File: config.mk
export PLATFORM = sky130hd
export DESIGN_NAME = tlca_sequencer
export DESIGN_NICKNAME = d
export VERILOG_FILES = /design/src/hw/rtl/tlca_pkg.sv /design/src/hw/rtl/tlca_sequencer.sv
export SDC_FILE = /design/constraint.sdc
export NUM_CORES = 1
export LEC_CHECK = 0
export BUFFER_PORTS_ARGS = -buffer_cell sky130_fd_sc_hd__buf_2
export CAP_MARGIN = 20
export CORE_UTILIZATION = 45
export DETAILED_ROUTE_END_ITERATION = 7
export GPL_ROUTABILITY_DRIVEN = 0
export HOLD_SLACK_MARGIN = 0.06
export PLACE_DENSITY = 0.68
export SETUP_SLACK_MARGIN = 0.2
export SYNTH_ARGS = -nofsm -noshare
export SYNTH_HDL_FRONTEND = slang
export SYNTH_SLANG_ARGS = --single-unit
File: constraint.sdc
create_clock -name clock -period 6 [get_ports clock]
set_input_delay 0.6 -clock clock [delete_from_list [all_inputs] [get_ports clock]]
set_output_delay 0.6 -clock clock [all_outputs]
set_load 0.1 [all_outputs]
File: src/hw/rtl/tlca_pkg.sv
// Shared constants and types for the tree lowest-common-ancestor block.
// No dependencies; compiled first.
package tlca_pkg;

   localparam int MAX_NODES   = 1024;
   localparam int NODE_W      = 10;
   localparam int DEPTH_W     = $clog2(MAX_NODES + 1);
   localparam int TABLE_DEPTH = 1 << NODE_W;

   localparam logic FUNC_LINK  = 1'b0;
   localparam logic FUNC_QUERY = 1'b1;

   localparam logic [NODE_W-1:0] VIRTUAL_TOP = '0;
   localparam logic [NODE_W-1:0] ROOT_NODE   = NODE_W'(1);

   typedef enum logic [3:0] {
      DP_NOP,
      DP_CLEAR,
      DP_ACCEPT,
      DP_DEPTH_ADV,
      DP_RESTORE,
      DP_LIFT_ADV,
      DP_PAIR_ADV,
      DP_FAIL,
      DP_EMIT
   } dp_op_type;

   typedef struct packed {
      dp_op_type op;
   } dp_ctrl_type;

   typedef struct packed {
      logic query_taken;
      logic clear_last;
      logic depth_done;
      logic depth_fail;
      logic depth_equal;
      logic met;
      logic out_busy;
   } dp_status_type;

endpackage

File: src/hw/rtl/tlca_sequencer.sv
// Microcode sequencer: step counter, control-word ROM and branch logic.
// Depends on tlca_pkg.
module tlca_sequencer (
   input  logic                    clock,
   input  logic                    reset,
   input  tlca_pkg::dp_status_type status,
   output tlca_pkg::dp_ctrl_type   ctrl
);

   typedef enum logic [3:0] {
      ST_CLEAR,
      ST_IDLE,
      ST_DCHK,
      ST_DADV,
      ST_RESTORE,
      ST_LCHK,
      ST_LADV,
      ST_TCHK,
      ST_TADV,
      ST_FAIL,
      ST_EMIT
   } step_type;

   typedef enum logic [3:0] {
      C_NEVER,
      C_CLEAR_LAST,
      C_QUERY_TAKEN,
      C_DEPTH_DONE,
      C_DEPTH_FAIL,
      C_DEPTH_EQUAL,
      C_MET,
      C_OUT_BUSY
   } cond_type;

   typedef struct packed {
      tlca_pkg::dp_op_type op;
      cond_type            cond;
      step_type            jmp;
      step_type            nxt;
   } uword_type;

   // next = cond ? jmp : nxt
   function automatic uword_type ucode(input step_type s);
      uword_type w;
      begin
         case (s)
            ST_CLEAR:   w = '{tlca_pkg::DP_CLEAR,     C_CLEAR_LAST,  ST_IDLE,  ST_CLEAR};
            ST_IDLE:    w = '{tlca_pkg::DP_ACCEPT,    C_QUERY_TAKEN, ST_DCHK,  ST_IDLE};
            ST_DCHK:    w = '{tlca_pkg::DP_NOP,       C_DEPTH_DONE,  ST_RESTORE, ST_DADV};
            ST_DADV:    w = '{tlca_pkg::DP_DEPTH_ADV, C_DEPTH_FAIL,  ST_FAIL,  ST_DCHK};
            ST_RESTORE: w = '{tlca_pkg::DP_RESTORE,   C_NEVER,       ST_IDLE,  ST_LCHK};
            ST_LCHK:    w = '{tlca_pkg::DP_NOP,       C_DEPTH_EQUAL, ST_TCHK,  ST_LADV};
            ST_LADV:    w = '{tlca_pkg::DP_LIFT_ADV,  C_NEVER,       ST_IDLE,  ST_LCHK};
            ST_TCHK:    w = '{tlca_pkg::DP_NOP,       C_MET,         ST_EMIT,  ST_TADV};
            ST_TADV:    w = '{tlca_pkg::DP_PAIR_ADV,  C_NEVER,       ST_IDLE,  ST_TCHK};
            ST_FAIL:    w = '{tlca_pkg::DP_FAIL,      C_NEVER,       ST_IDLE,  ST_EMIT};
            ST_EMIT:    w = '{tlca_pkg::DP_EMIT,      C_OUT_BUSY,    ST_EMIT,  ST_IDLE};
            default:    w = '{tlca_pkg::DP_NOP,       C_NEVER,       ST_IDLE,  ST_IDLE};
         endcase
         return w;
      end
   endfunction

   step_type  pc_ff;
   step_type  pc_in;
   uword_type word;
   logic      take;

   always_comb begin
      word = ucode(pc_ff);
      case (word.cond)
         C_NEVER:       take = 1'b0;
         C_CLEAR_LAST:  take = status.clear_last;
         C_QUERY_TAKEN: take = status.query_taken;
         C_DEPTH_DONE:  take = status.depth_done;
         C_DEPTH_FAIL:  take = status.depth_fail;
         C_DEPTH_EQUAL: take = status.depth_equal;
         C_MET:         take = status.met;
         C_OUT_BUSY:    take = status.out_busy;
         default:       take = 1'b0;
      endcase
      pc_in   = take ? word.jmp : word.nxt;
      ctrl.op = word.op;
   end

   always_ff @(posedge clock) begin
      if (reset) begin
         pc_ff <= ST_CLEAR;
      end else begin
         pc_ff <= pc_in;
      end
   end

endmodule

==> impl_metrics.ini <==
[run_status]
status = finished clean

[synthesis]
syn_avg_cell_area_um2 = 9.87
synth-edff-count = 0
ys.flop_type = dfxtp_1
ys_ff_latch = 15
seq_area_frac_synth = 0.310
ys_async_sr_fraction = 0
syn_area_um2 = 967
ys_warn_count = 0
synth_nets = 114
syn_inst = 98
ys_types = 29

[final_layout]
fillCellCount = 187
nNetsFinal = 122
drive_gt1_frac = 0.257
areaGrowthSynthToFinish_pct = 4.66
utilization = 0.511
diodes = 0
largest_reg_flops = 15
design_area_mm2 = 0.00101

[worst_setup_path]
critPathLaunchType = flip-flop
required_ns = 6.19
cp_num_buf_inv = 1
crit_family = compound AO/OA/AOI/OAI gates
end_kind = flip-flop
r2r_start = word[8]
reg2reg_to = word[8]
path_max_fanout = 8
regToRegSetupSlack_ns = 3.37
cp_data_arrival_time_ns = 2.82
slowest_stage = dfxtp_1
crit_chain = mux2i_1, mux4_2, nand2_1, a21oi_1, inv_1, ha_1, a2111oi_4, o21ai_2
worst_path_largest_cell_delay_ns = 0.52
r2r_cells = 8
crit_type = reg2reg
crit_start = word[8]

[die]
start_util = 0.488
die_h_um = 48.4
rows = 16
die_w_um = 48.4
dieArea_mm2 = 0.00234
core_area_mm2 = 0.00198
io_pins = 13

[min_path]
holdPathStages = 3
min_to = word[8]
hold_start = reset
worstHoldPathType = in2reg

[timing]
fin_tns_setup_ns = 0
finalCritPeriodShare = 0.439
finalSetupViolations = 0
clock_skew_ns = 0.00829
worst-slew-pin-transition_ns = 0.971
clock.fmax_mhz = 380
slew_violations = 0
hold_violations = 0
slew_headroom = 0.334
period_needed_ns = 2.63
rsz0062_at_grt = no

[drt]
via_per_inst = 5.44
drt_drc_violations_left = 0
vias = 718
wl_per_cell_um = 13.2
dr.pass1.iters = 4
wirelength_um = 1750
drtAntennaViolNets = 0
drtIter0Drc = 24

[clocking]
cts_buffers = 3
cts_resized = 0
htree_levels = 1
postCtsSetupBuffers = 0
cts_tree = yes
clock_sinks = 15
ctsLongestPathBuffers = 2
root_buffer = clkbuf_4
clock_latency_ns = 0.29
clk_pin_slew_ns = 0.09
hold_buffers = 0

[global_routing]
grt_overflow = 0
grt_pass1_vias = 661
antenna_found_initial = 0
grt_pass1_wl_um = 3120
grt_max_degree = 14
grt_use_total = 0.174

[power]
powerDensity_mw_per_mm2 = 428
p_total_mw = 0.434
p_leak_nw = 0.466
ir_worst_vdd_mv = 0.257

[place]
placed_area_um2 = 986
hpwl_um = 1360
port-buffer-count = 12

[run]
drv_cap = 0
-- synth_stat cells (all sizes together) (2+ instances only) --
cell / count / area share
dfxtp: 15 / 0.31
mux2i: 10 / 0.10
nand2: 10 / 0.039
buf: 8 / 0.074
ha: 7 / 0.091
a21oi: 6 / 0.031
o21ai: 6 / 0.035
inv: 5 / 0.019
mux2: 5 / 0.066
nor2b: 4 / 0.026
o22ai: 3 / 0.019
mux4: 2 / 0.047
nand3: 2 / 0.016
nor2: 2 / 0.0078
nor3: 2 / 0.010
nor4b: 2 / 0.018
-- worst max-delay path by stage --
stage	cells after the start	slack, ns	end
6_report	8	3.37	word[8]
3_5_place_dp	9	3.28	word[8]
5_1_grt	8	3.12	word[1]
3_3_place_gp	9	3.35	word[8]
2_1_floorplan	9	3.63	word[8]
4_1_cts	8	3.37	word[8]
-- cell usage in the layout (no fill, tap or decap), types with 2 or more instances in the layout --
cell and count:
nor4b_1 2, nor2b_1 4, clkbuf_4 3, dfxtp_1 15, buf_2 12, mux2_4 2, nand2_1 10, ha_1 7
mux2i_1 10, nor2_1 2, o22ai_1 3, o21ai_1 5, mux4_2 2, nor3_1 2, mux2_2 3, a21oi_1 6
inv_1 5
-- cells by family after synthesis --
kind of cell | after synthesis | synth area share
flops | 15 | 0.310
compound gates | 20 | 0.147
buf+inv | 14 | 0.0970
mux | 17 | 0.216
fa+ha+maj | 7 | 0.0906
simple gates | 25 | 0.138
-- through the flow --
step           hold slack [ns]  cells  setup slack, ns
6_report                 0.699    132             3.37
4_1_cts                  0.699    132             3.37
3_3_place_gp             0.734    128             3.35
3_5_place_dp             0.742    128             3.28
2_1_floorplan            0.645     98             3.63
5_1_grt                  0.710    132             3.12
-- worst register-to-register path, stage by stage, from the launching register on --
cell and delay [ns]:
dfxtp_1 0.52, mux2i_1 0.25, mux4_2 0.38, nand2_1 0.10, a21oi_1 0.44, inv_1 0.14
ha_1 0.30, a2111oi_4 0.33, o21ai_2 0.07
-- layout make-up --
cell class / instances / area [um^2] / area share
well taps: 27 / 33.8 / 0.0334
multi-input cells: 69 / 573 / 0.566
clock buffers: 4 / 26.3 / 0.0260
inverters: 5 / 18.8 / 0.0185
repair buffers: 12 / 60.1 / 0.0593
flip-flops and latches: 15 / 300 / 0.297
-- routing by layer --
| metal | up-vias | GRT usage | share of wire |
|---|---|---|---|
| met1 | 328 | 0.248 | 0.49 |
| met3 | 3 | 0.0377 | 0.048 |
| met2 | 29 | 0.244 | 0.45 |
| li1 | 358 | - | - |
| met5 | - | 0 | 0 |
| met4 | 0 | 0.0882 | 0.014 |
-- power breakdown --
group / leakage [nW] / switching [mW] / internal, mW
Sequential: 0.123 / 0.0241 / 0.129
Clock: 0.0150 / 0.0322 / 0.0259
Combinational: 0.328 / 0.133 / 0.0896
(Power assumes the default switching activity.)
